[config.mk]
export PLATFORM = sky130hd
export DESIGN_NAME = adjacency_matrix_graph_engine_flat
export DESIGN_NICKNAME = d
export VERILOG_FILES = /design/src/design/amge_pkg.sv /design/src/design/amge_if.sv /design/src/design/amge_alu.sv /design/src/design/adjacency_matrix_graph_engine.sv /design/src/flat_wrapper.sv
export VERILOG_INCLUDE_DIRS = /design/src /design/src/design
export SDC_FILE = /design/constraint.sdc
export NUM_CORES = 2
export LEC_CHECK = 0
export BUFFER_PORTS_ARGS = -buffer_cell sky130_fd_sc_hd__buf_2
export CAP_MARGIN = 30
export CORE_UTILIZATION = 55
export DETAILED_ROUTE_END_ITERATION = 16
export PLACE_DENSITY = 0.76
export SYNTH_ARGS = -nofsm -noshare
export SYNTH_HDL_FRONTEND = slang
export SYNTH_HIERARCHICAL = 1
export SYNTH_SLANG_ARGS = --single-unit
[constraint.sdc]
create_clock -name clock -period 9.5 [get_ports clock]
set_clock_uncertainty 0.05 [all_clocks]
set_input_delay 1.425 -clock clock [delete_from_list [all_inputs] [get_ports clock]]
set_output_delay 1.425 -clock clock [all_outputs]
set_load 0.01 [all_outputs]
[src/design/adjacency_matrix_graph_engine_defines.svh]
// ----------------------------------------------------------------------------
// Assertion macros for the adjacency matrix graph engine
// Shared shorthand for clocked, reset-qualified property checks.
// ----------------------------------------------------------------------------
`ifndef ADJACENCY_MATRIX_GRAPH_ENGINE_DEFINES_SVH
`define ADJACENCY_MATRIX_GRAPH_ENGINE_DEFINES_SVH

// same-cycle implication
`define AMGE_ASSERT_IMPLY(lbl, ante, cons) \
   lbl: assert property (@(posedge clock) disable iff (reset) (ante) |-> (cons)) \
      else $error("graph engine check failed");

// next-cycle implication
`define AMGE_ASSERT_NEXT(lbl, ante, cons) \
   lbl: assert property (@(posedge clock) disable iff (reset) (ante) |=> (cons)) \
      else $error("graph engine check failed");

`endif

[src/design/amge_pkg.sv]
// ----------------------------------------------------------------------------
// amge_pkg
// Field widths, operation codes and transaction payload types of the engine.
// ----------------------------------------------------------------------------
package amge_pkg;

   localparam int FUNC_W  = 3;
   localparam int VTX_W   = 5;
   localparam int VAL_W   = 8;
   localparam int DEG_W   = 13;
   localparam int MAP_W   = 16;
   localparam int TOT_W   = 5;
   localparam int EDGE_W  = 15;
   localparam int TWICE_W = 16;

   // operation codes
   localparam logic [FUNC_W-1:0] FUNC_SET_COUNT     = 3'd0;
   localparam logic [FUNC_W-1:0] FUNC_LOAD_CELL     = 3'd1;
   localparam logic [FUNC_W-1:0] FUNC_INSERT_EDGE   = 3'd2;
   localparam logic [FUNC_W-1:0] FUNC_DELETE_EDGE   = 3'd3;
   localparam logic [FUNC_W-1:0] FUNC_QUERY         = 3'd4;
   localparam logic [FUNC_W-1:0] FUNC_ADD_VERTEX    = 3'd5;
   localparam logic [FUNC_W-1:0] FUNC_DELETE_VERTEX = 3'd6;

   localparam logic [TWICE_W-1:0] TWICE_MAX = 16'hFFFF;
   localparam logic [DEG_W-1:0]   DEG_MAX   = 13'h1FFF;

   typedef struct packed {
      logic [FUNC_W-1:0] func;
      logic [VTX_W-1:0]  vertex_a;
      logic [VTX_W-1:0]  vertex_b;
      logic [VAL_W-1:0]  value;
   } req_payload_type;

   typedef struct packed {
      logic              ok;
      logic [DEG_W-1:0]  degree;
      logic [MAP_W-1:0]  neighbour_map;
      logic              is_adjacent;
      logic [TOT_W-1:0]  vertex_total;
      logic [EDGE_W-1:0] edge_total;
      logic              is_empty;
      logic              is_complete;
   } rsp_payload_type;

endpackage

[src/design/amge_if.sv]
// ----------------------------------------------------------------------------
// amge request / response channels
// Valid/ready channels carrying one operation and one report per transaction.
// ----------------------------------------------------------------------------
interface amge_req_if;
   import amge_pkg::*;
   logic            valid;
   logic            ready;
   req_payload_type payload;
   modport source (output valid, output payload, input ready);
   modport sink   (input valid, input payload, output ready);
endinterface

interface amge_rsp_if;
   import amge_pkg::*;
   logic            valid;
   logic            ready;
   rsp_payload_type payload;
   modport source (output valid, output payload, input ready);
   modport sink   (input valid, input payload, output ready);
endinterface

[src/design/amge_alu.sv]
// ----------------------------------------------------------------------------
// amge_alu
// Shared signed adder with clamp to the 16-bit twice-edge counter range.
// ----------------------------------------------------------------------------
module amge_alu #(
   parameter int SUM_W = 20
) (
   input  logic signed [SUM_W-1:0]         lhs,
   input  logic signed [SUM_W-1:0]         rhs,
   output logic signed [SUM_W-1:0]         sum,
   output logic [amge_pkg::TWICE_W-1:0]    sat_sum
);
   import amge_pkg::*;

   // operands are sized so the raw sum never wraps
   assign sum = lhs + rhs;

   // clamp into 0 .. TWICE_MAX
   always_comb begin
      if (sum[SUM_W-1]) begin
         sat_sum = '0;
      end else if (sum > $signed(SUM_W'(TWICE_MAX))) begin
         sat_sum = TWICE_MAX;
      end else begin
         sat_sum = sum[TWICE_W-1:0];
      end
   end

endmodule

[src/design/adjacency_matrix_graph_engine.sv]
// ----------------------------------------------------------------------------
// adjacency_matrix_graph_engine
// Undirected multigraph kept as a square matrix of edge multiplicities.
// ----------------------------------------------------------------------------
// Usage:
//   req_if carries one operation per transaction (set count, load cell,
//   insert edge, delete edge, query, add vertex, delete vertex). rsp_if
//   returns exactly one report per operation, taken on valid && ready.
//   The matrix sits in a single-port-write, registered-read memory; every
//   cell access is an address, then registered data, through one shared
//   adder, so the work of each operation is set by the cells it walks:
//     query / invalid op      : row walk for degree
//     load / insert / delete  : cell (a,b), mirror (b,a) for insert/delete, then row walk
//     add vertex              : row and column line clear, then row walk
//     set count               : whole-matrix clear sweep, then row walk
//     delete vertex           : lost-edge walk, matrix shift, line clear, then row walk
//   One operation is in flight at a time; req_if.ready is high only when
//   idle. The report waits in an output register, so a new operation is
//   taken while rsp_if is stalled; it finishes only once the report leaves.
//   Reset is synchronous and clears the vertex and edge counts; each cell is
//   cleared by the set count sweep or the add vertex line clear before it
//   becomes reachable.
// ----------------------------------------------------------------------------
`include "adjacency_matrix_graph_engine_defines.svh"

module adjacency_matrix_graph_engine #(
   parameter int MAX_VERTICES = 16,
   parameter int COUNT_BITS   = 8
) (
   input logic       clock,
   input logic       reset,
   amge_req_if.sink  req_if,
   amge_rsp_if.source rsp_if
);
   import amge_pkg::*;

   localparam int VB     = $clog2(MAX_VERTICES);
   localparam int CW     = $clog2(MAX_VERTICES + 1);
   localparam int DEPTH  = MAX_VERTICES * MAX_VERTICES;
   localparam int AW     = $clog2(DEPTH);
   localparam int SUM_W  = ((COUNT_BITS + VB + 3) > 18 ? (COUNT_BITS + VB + 3) : 18) + 1;
   localparam int CMP_W  = (VTX_W > CW) ? VTX_W : CW;
   localparam int WIDE_W = (VAL_W > COUNT_BITS) ? VAL_W : COUNT_BITS;
   localparam int NB_W   = (MAX_VERTICES > MAP_W) ? MAX_VERTICES : MAP_W;
   localparam int EQ_W   = (2 * CW > EDGE_W) ? 2 * CW : EDGE_W;

   localparam logic [COUNT_BITS-1:0] CELL_MAX  = '1;
   localparam logic [AW-1:0]         LAST_CELL = AW'(DEPTH - 1);
   localparam logic [AW-1:0]         LINE_MID  = AW'(MAX_VERTICES);
   localparam logic [AW-1:0]         LAST_LINE = AW'(2 * MAX_VERTICES - 1);
   localparam logic [CW-1:0]         COUNT_MAX = CW'(MAX_VERTICES);

   typedef enum logic [2:0] {
      S_IDLE, S_READ, S_ACT, S_APPLY, S_SWEEP, S_LINE, S_RSTART, S_DONE
   } state_type;

   typedef enum logic [3:0] {
      PH_NONE, PH_LOAD, PH_INS1, PH_INS2, PH_DEL1, PH_DEL2,
      PH_LOST, PH_MOVE, PH_RPT, PH_ADD, PH_DROP
   } phase_type;

   // sequencer and datapath registers
   state_type             state_ff, state_in;
   phase_type             phase_ff, phase_in;
   logic [VTX_W-1:0]      va_ff, va_in, vb_ff, vb_in;
   logic [VAL_W-1:0]      value_ff, value_in;
   logic [VB-1:0]         a_ff, a_in, b_ff, b_in;
   logic [AW-1:0]         idx_ff, idx_in;
   logic [VB-1:0]         row_ff, row_in, col_ff, col_in, line_ff, line_in;
   logic                  ok_ff, ok_in, grew_ff, grew_in;
   logic [SUM_W-1:0]      acc_ff, acc_in;
   logic [MAX_VERTICES-1:0] nbr_ff, nbr_in;
   logic [CW-1:0]         count_ff, count_in;
   logic [TWICE_W-1:0]    twice_ff, twice_in;
   logic                  rsp_valid_ff, rsp_valid_in;
   rsp_payload_type       rsp_ff, rsp_in;

   // matrix memory
   logic [COUNT_BITS-1:0] cell_mem [DEPTH];
   logic [COUNT_BITS-1:0] rdata_ff;
   logic                  mem_we;
   logic [AW-1:0]         wr_addr, rd_addr;
   logic [COUNT_BITS-1:0] wr_data;

   // combinational helpers
   logic                  accept;
   logic                  rsp_load;
   logic [AW-1:0]         n_aw, last_lost;
   logic [VB-1:0]         rd_row, rd_col, idx_lo, col_j, line_j, last_pos;
   logic                  diag, in_row_pass;
   logic [COUNT_BITS-1:0] new_val;
   logic signed [SUM_W-1:0] cell_ext, delta, alu_lhs, alu_rhs, alu_sum;
   logic [TWICE_W-1:0]    alu_sat;
   logic [NB_W-1:0]       nbr_wide;
   logic [CW-1:0]         count_less;
   logic [EQ_W-1:0]       pair_prod;

   function automatic logic vtx_valid(input logic [VTX_W-1:0] v, input logic [CW-1:0] n);
      vtx_valid = (v != '0) && (CMP_W'(v) <= CMP_W'(n));
   endfunction

   function automatic logic [AW-1:0] cell_addr(input logic [VB-1:0] r, input logic [VB-1:0] c);
      cell_addr = AW'(r) * AW'(MAX_VERTICES) + AW'(c);
   endfunction

   amge_alu #(.SUM_W(SUM_W)) u_alu (
      .lhs     (alu_lhs),
      .rhs     (alu_rhs),
      .sum     (alu_sum),
      .sat_sum (alu_sat)
   );

   assign req_if.ready   = (state_ff == S_IDLE);
   assign accept         = req_if.valid && (state_ff == S_IDLE);
   assign rsp_if.valid   = rsp_valid_ff;
   assign rsp_if.payload = rsp_ff;

   // report register loads in this cycle
   assign rsp_load = (state_ff == S_DONE) && (!rsp_valid_ff || rsp_if.ready);

   // walk positions
   assign n_aw        = AW'(count_ff);
   assign last_lost   = (n_aw << 1) - AW'(1);
   assign idx_lo      = idx_ff[VB-1:0];
   assign col_j       = VB'(idx_ff - n_aw);
   assign line_j      = VB'(idx_ff - LINE_MID);
   assign in_row_pass = (idx_ff < n_aw);
   assign last_pos    = VB'(count_ff - CW'(2));

   // read address select
   always_comb begin
      rd_row = '0;
      rd_col = '0;
      case (phase_ff)
         PH_LOAD, PH_INS1, PH_DEL1: begin
            rd_row = a_ff;
            rd_col = b_ff;
         end
         PH_INS2, PH_DEL2: begin
            rd_row = b_ff;
            rd_col = a_ff;
         end
         PH_LOST: begin
            rd_row = in_row_pass ? a_ff : col_j;
            rd_col = in_row_pass ? idx_lo : a_ff;
         end
         PH_MOVE: begin
            rd_row = row_ff + VB'(row_ff >= a_ff);
            rd_col = col_ff + VB'(col_ff >= a_ff);
         end
         PH_RPT: begin
            rd_row = a_ff;
            rd_col = idx_lo;
         end
         default: begin
            rd_row = '0;
            rd_col = '0;
         end
      endcase
   end

   assign rd_addr  = cell_addr(rd_row, rd_col);
   assign diag     = (rd_row == rd_col);
   assign cell_ext = $signed(SUM_W'(rdata_ff));
   assign new_val  = (WIDE_W'(value_ff) > WIDE_W'(CELL_MAX)) ? CELL_MAX
                                                             : COUNT_BITS'(value_ff);

   // shared adder operand select
   always_comb begin
      alu_lhs = $signed(SUM_W'(twice_ff));
      alu_rhs = '0;
      delta   = '0;
      if (state_ff == S_ACT) begin
         case (phase_ff)
            PH_LOAD: begin
               delta   = $signed(SUM_W'(new_val)) - cell_ext;
               alu_rhs = diag ? (delta <<< 1) : delta;
            end
            PH_INS1, PH_INS2: begin
               alu_rhs = diag ? SUM_W'(2) : SUM_W'(1);
            end
            PH_DEL1, PH_DEL2: begin
               delta   = -cell_ext;
               alu_rhs = diag ? (delta <<< 1) : delta;
            end
            PH_LOST: begin
               alu_lhs = $signed(acc_ff);
               if (in_row_pass) begin
                  alu_rhs = diag ? (cell_ext <<< 1) : cell_ext;
               end else begin
                  alu_rhs = diag ? '0 : cell_ext;
               end
            end
            PH_RPT: begin
               alu_lhs = $signed(acc_ff);
               alu_rhs = diag ? (cell_ext <<< 1) : cell_ext;
            end
            default: begin
               alu_rhs = '0;
            end
         endcase
      end else if (state_ff == S_APPLY) begin
         alu_rhs = -$signed(acc_ff);
      end
   end

   // report fields
   assign nbr_wide   = NB_W'(nbr_ff);
   assign count_less = (count_ff == '0) ? '0 : count_ff - CW'(1);
   assign pair_prod  = EQ_W'(count_ff) * EQ_W'(count_less);

   // sequencer
   always_comb begin
      state_in     = state_ff;
      phase_in     = phase_ff;
      va_in        = va_ff;
      vb_in        = vb_ff;
      value_in     = value_ff;
      a_in         = a_ff;
      b_in         = b_ff;
      idx_in       = idx_ff;
      row_in       = row_ff;
      col_in       = col_ff;
      line_in      = line_ff;
      ok_in        = ok_ff;
      grew_in      = grew_ff;
      acc_in       = acc_ff;
      nbr_in       = nbr_ff;
      count_in     = count_ff;
      twice_in     = twice_ff;
      rsp_valid_in = rsp_valid_ff && !rsp_if.ready;
      rsp_in       = rsp_ff;
      mem_we       = 1'b0;
      wr_addr      = rd_addr;
      wr_data      = '0;

      case (state_ff)
         S_IDLE: begin
            if (accept) begin
               va_in    = req_if.payload.vertex_a;
               vb_in    = req_if.payload.vertex_b;
               value_in = req_if.payload.value;
               a_in     = VB'(req_if.payload.vertex_a - VTX_W'(1));
               b_in     = VB'(req_if.payload.vertex_b - VTX_W'(1));
               ok_in    = 1'b0;
               grew_in  = 1'b0;
               idx_in   = '0;
               acc_in   = '0;
               phase_in = PH_NONE;
               state_in = S_RSTART;
               case (req_if.payload.func)
                  FUNC_SET_COUNT: begin
                     if (req_if.payload.value <= VAL_W'(MAX_VERTICES)) begin
                        state_in = S_SWEEP;
                     end
                  end
                  FUNC_LOAD_CELL, FUNC_INSERT_EDGE, FUNC_DELETE_EDGE: begin
                     if (vtx_valid(req_if.payload.vertex_a, count_ff) &&
                         vtx_valid(req_if.payload.vertex_b, count_ff)) begin
                        state_in = S_READ;
                        if (req_if.payload.func == FUNC_LOAD_CELL) begin
                           phase_in = PH_LOAD;
                        end else if (req_if.payload.func == FUNC_INSERT_EDGE) begin
                           phase_in = PH_INS1;
                        end else begin
                           phase_in = PH_DEL1;
                        end
                     end
                  end
                  FUNC_QUERY: begin
                     ok_in = vtx_valid(req_if.payload.vertex_a, count_ff);
                  end
                  FUNC_ADD_VERTEX: begin
                     if (count_ff < COUNT_MAX) begin
                        line_in  = VB'(count_ff);
                        phase_in = PH_ADD;
                        state_in = S_LINE;
                     end
                  end
                  FUNC_DELETE_VERTEX: begin
                     if (vtx_valid(req_if.payload.vertex_a, count_ff)) begin
                        phase_in = PH_LOST;
                        state_in = S_READ;
                     end
                  end
                  default: begin
                     state_in = S_RSTART;
                  end
               endcase
            end
         end

         S_READ: begin
            state_in = S_ACT;
         end

         S_ACT: begin
            case (phase_ff)
               PH_LOAD: begin
                  mem_we   = 1'b1;
                  wr_data  = new_val;
                  twice_in = alu_sat;
                  ok_in    = 1'b1;
                  state_in = S_RSTART;
               end
               PH_INS1, PH_INS2: begin
                  if (rdata_ff != CELL_MAX) begin
                     mem_we   = 1'b1;
                     wr_data  = rdata_ff + COUNT_BITS'(1);
                     twice_in = alu_sat;
                  end
                  if ((phase_ff == PH_INS1) && (a_ff != b_ff)) begin
                     grew_in  = (rdata_ff != CELL_MAX);
                     phase_in = PH_INS2;
                     state_in = S_READ;
                  end else begin
                     ok_in    = grew_ff || (rdata_ff != CELL_MAX);
                     state_in = S_RSTART;
                  end
               end
               PH_DEL1: begin
                  mem_we   = 1'b1;
                  twice_in = alu_sat;
                  phase_in = PH_DEL2;
                  state_in = S_READ;
               end
               PH_DEL2: begin
                  mem_we   = 1'b1;
                  twice_in = alu_sat;
                  ok_in    = 1'b1;
                  state_in = S_RSTART;
               end
               PH_LOST: begin
                  acc_in = alu_sum;
                  if (idx_ff == last_lost) begin
                     state_in = S_APPLY;
                  end else begin
                     idx_in   = idx_ff + AW'(1);
                     state_in = S_READ;
                  end
               end
               PH_MOVE: begin
                  // row-major copy never overwrites a cell still to be read
                  mem_we   = 1'b1;
                  wr_addr  = cell_addr(row_ff, col_ff);
                  wr_data  = rdata_ff;
                  state_in = S_READ;
                  if (col_ff == last_pos) begin
                     col_in = '0;
                     if (row_ff == last_pos) begin
                        line_in  = VB'(count_less);
                        idx_in   = '0;
                        phase_in = PH_DROP;
                        state_in = S_LINE;
                     end else begin
                        row_in = row_ff + VB'(1);
                     end
                  end else begin
                     col_in = col_ff + VB'(1);
                  end
               end
               PH_RPT: begin
                  acc_in         = alu_sum;
                  nbr_in[idx_lo] = (rdata_ff != '0);
                  if (idx_ff == AW'(count_less)) begin
                     state_in = S_DONE;
                  end else begin
                     idx_in   = idx_ff + AW'(1);
                     state_in = S_READ;
                  end
               end
               default: begin
                  state_in = S_RSTART;
               end
            endcase
         end

         // remove the deleted vertex's edges from the counter
         S_APPLY: begin
            twice_in = alu_sat;
            row_in   = '0;
            col_in   = '0;
            idx_in   = '0;
            if (count_ff == CW'(1)) begin
               line_in  = '0;
               phase_in = PH_DROP;
               state_in = S_LINE;
            end else begin
               phase_in = PH_MOVE;
               state_in = S_READ;
            end
         end

         // clear the whole matrix
         S_SWEEP: begin
            mem_we  = 1'b1;
            wr_addr = idx_ff;
            if (idx_ff == LAST_CELL) begin
               count_in = CW'(value_ff);
               twice_in = '0;
               ok_in    = 1'b1;
               state_in = S_RSTART;
            end else begin
               idx_in = idx_ff + AW'(1);
            end
         end

         // clear one row, then one column
         S_LINE: begin
            mem_we  = 1'b1;
            wr_addr = (idx_ff < LINE_MID) ? cell_addr(line_ff, idx_lo)
                                          : cell_addr(line_j, line_ff);
            if (idx_ff == LAST_LINE) begin
               count_in = (phase_ff == PH_ADD) ? count_ff + CW'(1) : count_less;
               ok_in    = 1'b1;
               state_in = S_RSTART;
            end else begin
               idx_in = idx_ff + AW'(1);
            end
         end

         S_RSTART: begin
            idx_in = '0;
            acc_in = '0;
            nbr_in = '0;
            if (vtx_valid(va_ff, count_ff)) begin
               phase_in = PH_RPT;
               state_in = S_READ;
            end else begin
               phase_in = PH_NONE;
               state_in = S_DONE;
            end
         end

         S_DONE: begin
            if (!rsp_valid_ff || rsp_if.ready) begin
               rsp_valid_in         = 1'b1;
               rsp_in.ok            = ok_ff;
               rsp_in.degree        = (acc_ff > SUM_W'(DEG_MAX)) ? DEG_MAX : DEG_W'(acc_ff);
               rsp_in.neighbour_map = nbr_wide[MAP_W-1:0];
               rsp_in.is_adjacent   = vtx_valid(va_ff, count_ff) &&
                                      vtx_valid(vb_ff, count_ff) && nbr_ff[b_ff];
               rsp_in.vertex_total  = TOT_W'(count_ff);
               rsp_in.edge_total    = EDGE_W'(twice_ff >> 1);
               rsp_in.is_empty      = (count_ff == '0);
               rsp_in.is_complete   = (EQ_W'(twice_ff >> 1) == (pair_prod >> 1));
               state_in             = S_IDLE;
            end
         end

         default: begin
            state_in = S_IDLE;
         end
      endcase
   end

   // state and registered outputs
   always_ff @(posedge clock) begin
      if (reset) begin
         state_ff     <= S_IDLE;
         phase_ff     <= PH_NONE;
         count_ff     <= '0;
         twice_ff     <= '0;
         rsp_valid_ff <= 1'b0;
      end else begin
         state_ff     <= state_in;
         phase_ff     <= phase_in;
         count_ff     <= count_in;
         twice_ff     <= twice_in;
         rsp_valid_ff <= rsp_valid_in;
      end
      va_ff    <= va_in;
      vb_ff    <= vb_in;
      value_ff <= value_in;
      a_ff     <= a_in;
      b_ff     <= b_in;
      idx_ff   <= idx_in;
      row_ff   <= row_in;
      col_ff   <= col_in;
      line_ff  <= line_in;
      ok_ff    <= ok_in;
      grew_ff  <= grew_in;
      acc_ff   <= acc_in;
      nbr_ff   <= nbr_in;
      rsp_ff   <= rsp_in;
   end

   // matrix memory: one write port, registered read
   always_ff @(posedge clock) begin
      if (mem_we) begin
         cell_mem[wr_addr] <= wr_data;
      end
      rdata_ff <= cell_mem[rd_addr];
   end

   // checks
   `AMGE_ASSERT_IMPLY(a_count_range, 1'b1, count_ff <= COUNT_MAX)
   `AMGE_ASSERT_NEXT(a_busy_after_accept, accept, !req_if.ready)
   `AMGE_ASSERT_NEXT(a_rsp_from_done, rsp_load, rsp_valid_ff && (state_ff == S_IDLE))
   `AMGE_ASSERT_IMPLY(a_no_write_idle, state_ff == S_IDLE, !mem_we)

endmodule

[src/flat_wrapper.sv]
// flat-port wrapper written by rule: the top's interface ports become plain ports
module adjacency_matrix_graph_engine_flat import amge_pkg::*;
#(
   parameter int MAX_VERTICES = 16,
   parameter int COUNT_BITS   = 8
)
  (clock, reset, req_if_valid, req_if_payload, req_if_ready, rsp_if_valid, rsp_if_payload, rsp_if_ready);
  amge_req_if req_if_i ();
  amge_rsp_if rsp_if_i ();
  input logic clock;
  input logic reset;
  input wire logic [$bits(req_if_i.valid)-1:0] req_if_valid;
  input wire logic [$bits(req_if_i.payload)-1:0] req_if_payload;
  output wire logic [$bits(req_if_i.ready)-1:0] req_if_ready;
  output wire logic [$bits(rsp_if_i.valid)-1:0] rsp_if_valid;
  output wire logic [$bits(rsp_if_i.payload)-1:0] rsp_if_payload;
  input wire logic [$bits(rsp_if_i.ready)-1:0] rsp_if_ready;
  assign req_if_i.valid = req_if_valid;
  assign req_if_i.payload = req_if_payload;
  assign req_if_ready = req_if_i.ready;
  assign rsp_if_valid = rsp_if_i.valid;
  assign rsp_if_payload = rsp_if_i.payload;
  assign rsp_if_i.ready = rsp_if_ready;
  adjacency_matrix_graph_engine #(.MAX_VERTICES(MAX_VERTICES), .COUNT_BITS(COUNT_BITS)) u_core (.clock(clock), .reset(reset), .req_if(req_if_i), .rsp_if(rsp_if_i));
endmodule
Word-level counts from Yosys, hierarchy flattened. Memories as Yosys holds them, arrays and structs flattened. A register that Yosys moved wholly into a read port is not among the register bits. Cells that the tools add are included.

Output and inout port bits: 55. Flip-flop bits (word level): 165. RAM bits: 2048. Memories: 1. Input bits: 25.

Memory list: u_core.cell_mem (depth 256, width 8, rd ports 1, clocked after memory_dff 1, write ports 1, line adjacency_matrix_graph_engine.sv:79) `logic [COUNT_BITS-1:0] cell_mem [DEPTH];`.

$mul: 1. Equality and inequality tests: 61. Magnitude comparators: 16. Multiplexer cells: 117. Reductions and logical operators: 59. $add $sub $neg: 22.

Operators with widths (number): 2-to-1 mux 19 bit (9); 2-to-1 mux 8 bit (13); case mux 19 bit (5 select lines) (1); 2-to-1 mux 4 bit (23); 2-to-1 mux 16 bit (5); case mux 8 bit (3 select lines) (3); case mux 16 bit (2 select lines) (2); case mux 19 bit (3 select lines) (1); case mux 16 bit (3 select lines) (1); 2-to-1 mux 3 bit (14); case mux 8 bit (5 select lines) (1); case mux 4 bit (3 select lines) (3); adder 8 x 4 -> 8 bit (4); case mux 4 bit (4 select lines) (2); != test 3 bit, second input constant (9); nonzero test 5 bit (5); != test 2 bit, second input constant (12); case mux 3 bit (8 select lines) (1); == test 3 bit, second input constant (7); <= comparator 5 bit (4); 2-to-1 mux 5 bit (4); case mux 4 bit (5 select lines) (1); adder 19 bit (1); greater-than comparator 19 x 13 -> 1 bit, second input constant (1); 69 further kinds (149).

Depth between registers and ports, before layout.
Depth after elaboration: 15. Gate-level depth with buffers: 35. Gate-level depth less buffers: 30.

Hierarchy. The synthesis kept the hierarchy.

By module, submodules not included: adjacency_matrix_graph_engine (seq. area each 66323.6 um2, area each 94230.4 um2, cells each 7449, instances 1); amge_alu (seq. area each 0.0 um2, area each 1141.1 um2, cells each 158, instances 1).

Least setup slack after synthesis. OpenSTA, ideal clock, no wires.

Kind: flip-flop to flip-flop. Start: reg u_core.state_ff[1]. End: mem u_core.cell_mem[0][6], data pin. Stages on the path, launching flop included: 7. Arrival: 8.206 ns. Setup time: 1.574 ns. Setup slack: -0.330 ns. Path through: dfxtp_1 clkbuf_1 nand2_1 nor2_1 clkbuf_1 nand3_1 a21oi_1.

Cells in the longest elaborated chain, start to end: 2.

RTL lines: start, declared (line adjacency_matrix_graph_engine.sv:63) `state_type state_ff, state_in;`; start signal, assigned (line adjacency_matrix_graph_engine.sv:466) `state_ff <= state_in;`; == test 3 x 2 -> 1 bit (line adjacency_matrix_graph_engine.sv:237) `case (state_ff)`; 2-to-1 mux 8 bit (line adjacency_matrix_graph_engine.sv:237); named net u_core.wr_data[6] (line adjacency_matrix_graph_engine.sv:83) `logic [COUNT_BITS-1:0] wr_data;`; end, declared (line adjacency_matrix_graph_engine.sv:79).

The timed path passes the listed nets, and every way through them passes these cells.

Final worst setup path.
Start: reg u_core.a_ff[0]. End: reg u_core.twice_ff[1].

Elaborated cells between the ends (all ways): 24.

RTL lines: start, declared (line adjacency_matrix_graph_engine.sv:67) `logic [VB-1:0] a_ff, a_in, b_ff, b_in;`; start signal, assigned (line adjacency_matrix_graph_engine.sv:475) `a_ff <= a_in;`; >= comparator 4 bit, on equally long branches (line adjacency_matrix_graph_engine.sv:149, adjacency_matrix_graph_engine.sv:148); adder 4 x 1 -> 4 bit, on equally long branches (line adjacency_matrix_graph_engine.sv:149, adjacency_matrix_graph_engine.sv:148); case mux 4 bit (5 select lines) or case mux 4 bit (4 select lines) (tied branches) (line adjacency_matrix_graph_engine.sv:134) `case (phase_ff)`; == test 4 bit (*) (line adjacency_matrix_graph_engine.sv:163) `assign diag = (rd_row == rd_col);`; 2-to-1 mux 19 bit (*) (line adjacency_matrix_graph_engine.sv:184) `alu_rhs = diag ? (delta <<< 1) : delta;`; case mux 19 bit (5 select lines) (*) (line adjacency_matrix_graph_engine.sv:174) `case (phase_ff)`; 2-to-1 mux 19 bit (*) (line adjacency_matrix_graph_engine.sv:173) `if (state_ff == S_ACT) begin`; named net u_core.alu_rhs[11] (line adjacency_matrix_graph_engine.sv:92) `logic signed [SUM_W-1:0] cell_ext, delta, alu_lhs, alu_rhs, alu_sum;`; adder 19 bit (*) (line amge_alu.sv:16) `assign sum = lhs + rhs;`; greater-than comparator 19 x 17 -> 1 bit (line amge_alu.sv:22) `end else if (sum > $signed(SUM_W'(TWICE_MAX))) begin`; 2-to-1 mux 16 bit (line amge_alu.sv:22); 2-to-1 mux 16 bit (*) (line amge_alu.sv:20) `if (sum[SUM_W-1]) begin`; named net u_core.alu_sat[1] (line adjacency_matrix_graph_engine.sv:93) `logic [TWICE_W-1:0] alu_sat;`; 2-to-1 mux 16 bit (line adjacency_matrix_graph_engine.sv:307) `if (rdata_ff != CELL_MAX) begin`; case mux 16 bit (2 select lines) (line adjacency_matrix_graph_engine.sv:298) `case (phase_ff)`; case mux 16 bit (3 select lines) (*) (line adjacency_matrix_graph_engine.sv:237); end signal, assigned (line adjacency_matrix_graph_engine.sv:469) `twice_ff <= twice_in;`; end, declared (line adjacency_matrix_graph_engine.sv:74) `logic [TWICE_W-1:0] twice_ff, twice_in;`.

The timed path passes the listed nets; every way through them passes the cells marked *. The select of a mux whose other input is x is not followed. A chain may end at the register's enable or synchronous reset.

==> results.md <==
* Number of hold violations in the final report at 0
* Core box area at 172000 um^2
* WL per Instance at between 20 and 30 um
* Clk buf depth at 3
* Pwr Density at roughly 320 nW/um^2
* Vias per cell at 6.42
* Reg2Reg Depth at 28
* Worst setup SP type: flip-flop
* Post-synth top flop: edfxtp_1
* Gate Count Post-Synth at roughly 7600
* R2r endpoint: u_core/twice_ff[1]$_SDFFE_PP0P_
* Die W at 418 um
* Worst R2R Start: u_core/a_ff[0]$_DFFE_PP_
* Seq/Total Area, Yosys at 69.5%
* Largest net degree at the start of global routing at between 200 and 250
* Req. time, crit path at between 10 and 15 ns
* Xor and xnor area share after synthesis at ~1%
* Share of cells above drive strength 1 at 7.96%
* Initial antenna violation count at 9
* Fin nets at approximately 7600
* VDD IR max at 372 uV
* Worst-path maximum fanout at between 50 and 60
* GPL Wtd Cong at about 0.92
* F_max at between 100 and 150 MHz
* Synthesized cell area at ~95000 um^2
* Detailed Routing Iterations Pass 1 at 7
* Post-synth ARST share at 0%
* EDFF count, synth at approximately 2200
* Final Util at between 60% and 70%
* WP depth at 28
* Syn nets at ~7700
* Ys Warns at 6
* Sink Count at between 2000 and 2500
* Adder-cell share of the synthesized area at 1.60%
* Hold-fix buffers, CTS at 0
* Simple-gate share of the synthesized area at 15.1%
* Maximum Capacitance Violations at 0
* Initial Utilization at roughly 55%
* CP Buf/Inv Count at 1
* Port Buffer Count at 79
* Row count at 152
* Critical path's largest stage delay at between 0.7 and 0.8 ns
* Mux share of post-synthesis cell area at ~2.3%
* Crit path max-delay cell type: nand4_1
* Resize count post-CTS at 0
* All-Layer GR Usage at between 20 and 30%
* Worst-skew pair later-pin latency at ~0.9 ns
* CP top delay family: simple AND/OR/NAND/NOR gates
* Chip Height at between 400 and 500 um
* I/O pins at 80
* HP Class: flip-flop to flip-flop
* Synth Register Bits at 2221
* Main combinational cell family by area after synthesis: simple AND/OR/NAND/NOR gates
* Detailed-route via count at 64233
* Post-synthesis compound-gate area fraction at ~7.4%
* H-tree levels at 4
* CP Capture Type: flip-flop
* Reg-to-reg setup timing slack at between 1.5 and 2 ns
* Setup_tns at 0 ns
* Post-CTS setup buffer count at 0
* WS Path Type: flip-flop to flip-flop
* Crit path capture: u_core/twice_ff[1]$_SDFFE_PP0P_
* Critical path origin: u_core/a_ff[0]$_DFFE_PP_
* Pleak at 33.9 nW
* Layout area overhead at 9.61%
* Most frequent cells in the layout: 2184 x edfxtp_1, 1739 x nand2_1, 823 x nand3_1
* Least-Margin Pin Slew at roughly 1.4 ns
* Clock period minus worst slack at slightly below 8 ns
* # setup viols final at 0
* Synth Area per Inst at 12.5 um^2
* Remaining global-route overflow at 0
* Final WL at ~260000 um
* RSZ-0062 raised after global routing: no
* Slew margin rel. at under 10%
* Max Slew Vio Count at 0
* # DRC at 0
* Root Driver: clkbuf_16
* Die Area at 175000 um^2
* Critical Path AT at 8.51 ns
* Post-route ant nets at 0
* Clock-pin slew on the worst setup and hold paths at 0.07 ns
* CTS Buf Count at 214
* First-pass GRT wire length at 384000 um
* Share of the clock period used by the worst path at between 80% and 90%
* Distinct cells, synth at 96
* Vias in the first global route at about 60000
* Dpl hpwl at ~150000 um
* First DRT Iteration DRCs at between 9000 and 10000
* Commonest non-fill, non-tap cell in the layout: edfxtp_1
* CTS tree: yes
* Status: finished clean
-- cell type report --
class | instances | area [um^2]
Inverter | 113 | 424
Multi-Input combinational cell | 4755 | 26300
Antenna cell | 9 | 22.5
Fill cell | 12550 | 67400
Clock buffer | 264 | 5630
Tap cell | 2310 | 2890
Clock inverter | 135 | 1280
Timing Repair Buffer | 203 | 1680
Sequential cell | 2221 | 66300
-- layer usage --
metal	up-vias	GRT usage [%]	share of wire, %	wire (um)
met2	4279	44.5	46	118000
met3	667	6.68	12	32000
met5	-	0	0.010	27
met1	31340	39.9	37	95900
li1	27943	-	-	-
met4	4	14.3	4.9	12700
-- flip-flops by register name, indices dropped and copies added, names as in the netlist, 8 cells and up --
name	cells
u_core/idx_ff	8
u_core/rdata_ff	8
u_core/acc_ff	19
u_core/twice_ff	16
u_core/cell_mem	2048
u_core/value_ff	8
u_core/nbr_ff	16
u_core/rsp_if.payload	53
-- how the worst min path moves through the flow --
stage	from	end	slack, ns	depth (start not counted)
2_1_floorplan	u_core/ok_ff$_DFFE_PP_	u_core/rsp_if.payload[52]$_DFFE_PP_	0.35	0
3_3_place_gp	u_core/ok_ff$_DFFE_PP_	u_core/rsp_if.payload[52]$_DFFE_PP_	0.36	0
3_5_place_dp	u_core/ok_ff$_DFFE_PP_	u_core/rsp_if.payload[52]$_DFFE_PP_	0.36	0
4_1_cts	u_core/ok_ff$_DFFE_PP_	u_core/rsp_if.payload[52]$_DFFE_PP_	0.37	0
5_1_grt	u_core/ok_ff$_DFFE_PP_	u_core/rsp_if.payload[52]$_DFFE_PP_	0.39	0
6_report	u_core/ok_ff$_DFFE_PP_	u_core/rsp_if.payload[52]$_DFFE_PP_	0.38	0
-- cell usage after synthesis, types with 16 or more instances --
cell / number / share of area, %
xor2_1: 48 / 0.44
a21o_1: 17 / 0.13
mux2i_1: 173 / 1.8
o211ai_1: 34 / 0.27
nor2_1: 392 / 1.5
ha_1: 103 / 1.4
a31oi_1: 180 / 1.2
o21ai_0: 101 / 0.53
nand2_1: 1739 / 6.8
buf_2: 283 / 1.5
buf_4: 43 / 0.34
o22ai_1: 34 / 0.22
nand4_1: 23 / 0.15
xnor2_1: 60 / 0.55
a22oi_1: 23 / 0.18
a32oi_1: 21 / 0.19
nor4_1: 18 / 0.12
clkbuf_1: 152 / 0.60
nand2b_1: 36 / 0.24
mux2_2: 27 / 0.32
edfxtp_1: 2184 / 69
a311oi_1: 97 / 0.89
inv_1: 112 / 0.44
dfxtp_1: 37 / 0.78
nand3_1: 823 / 4.3
and3_1: 145 / 0.95
nor3_1: 31 / 0.16
a211oi_1: 81 / 0.64
nor2b_1: 23 / 0.15
buf_1: 30 / 0.12
a221o_1: 16 / 0.17
o221ai_1: 45 / 0.41
a21oi_1: 212 / 1.1
-- worst register-to-register path, delay by kind of cell, from the launching register on --
kind	cells	cell delay, ns
adders and majority gates	4	1.17
and+or+nand+nor	11	2.87
AOI/OAI and AO/OA	10	2.37
buffers and inverters	1	0.30
xor gates and xnor gates	2	0.34
DFF	1	0.59
-- cells by family (layout without fill, tap and decap cells) --
family,after synthesis,count (layout)
and+or+nand+nor,3312,3312
DFF,2221,2221
AOI/OAI and AO/OA,1012,1012
buffers and inverters,631,715
muxes,207,207
adders and majority gates,115,115
xor gates and xnor gates,109,109
other,0,9
-- stage by stage --
step                      cell area (um^2)  setup slack [ns]  cells  power [W]  hold WS, ns
after floorplan                      95400             0.648   7607     0.0201        0.350
after global placement               97300              1.70   9580     0.0243        0.365
after detailed placement             97500              1.79   9599     0.0247        0.356
after CTS                           104000              1.78   9998     0.0330        0.371
after global routing                105000              1.16  10002     0.0346        0.391
final                               105000              1.67  10010     0.0334        0.376
-- report_power, final --
group / switching, W / internal, W / total, W / leakage (nW)
registers: 0.000338 / 0.0110 / 0.0113 / 16.1
logic: 0.00982 / 0.00387 / 0.0137 / 14.4
clock network: 0.00368 / 0.00473 / 0.00841 / 3.37
total: 0.0138 / 0.0196 / 0.0334 / 33.9
No activity file was read; power rests on OpenSTA's default activity.
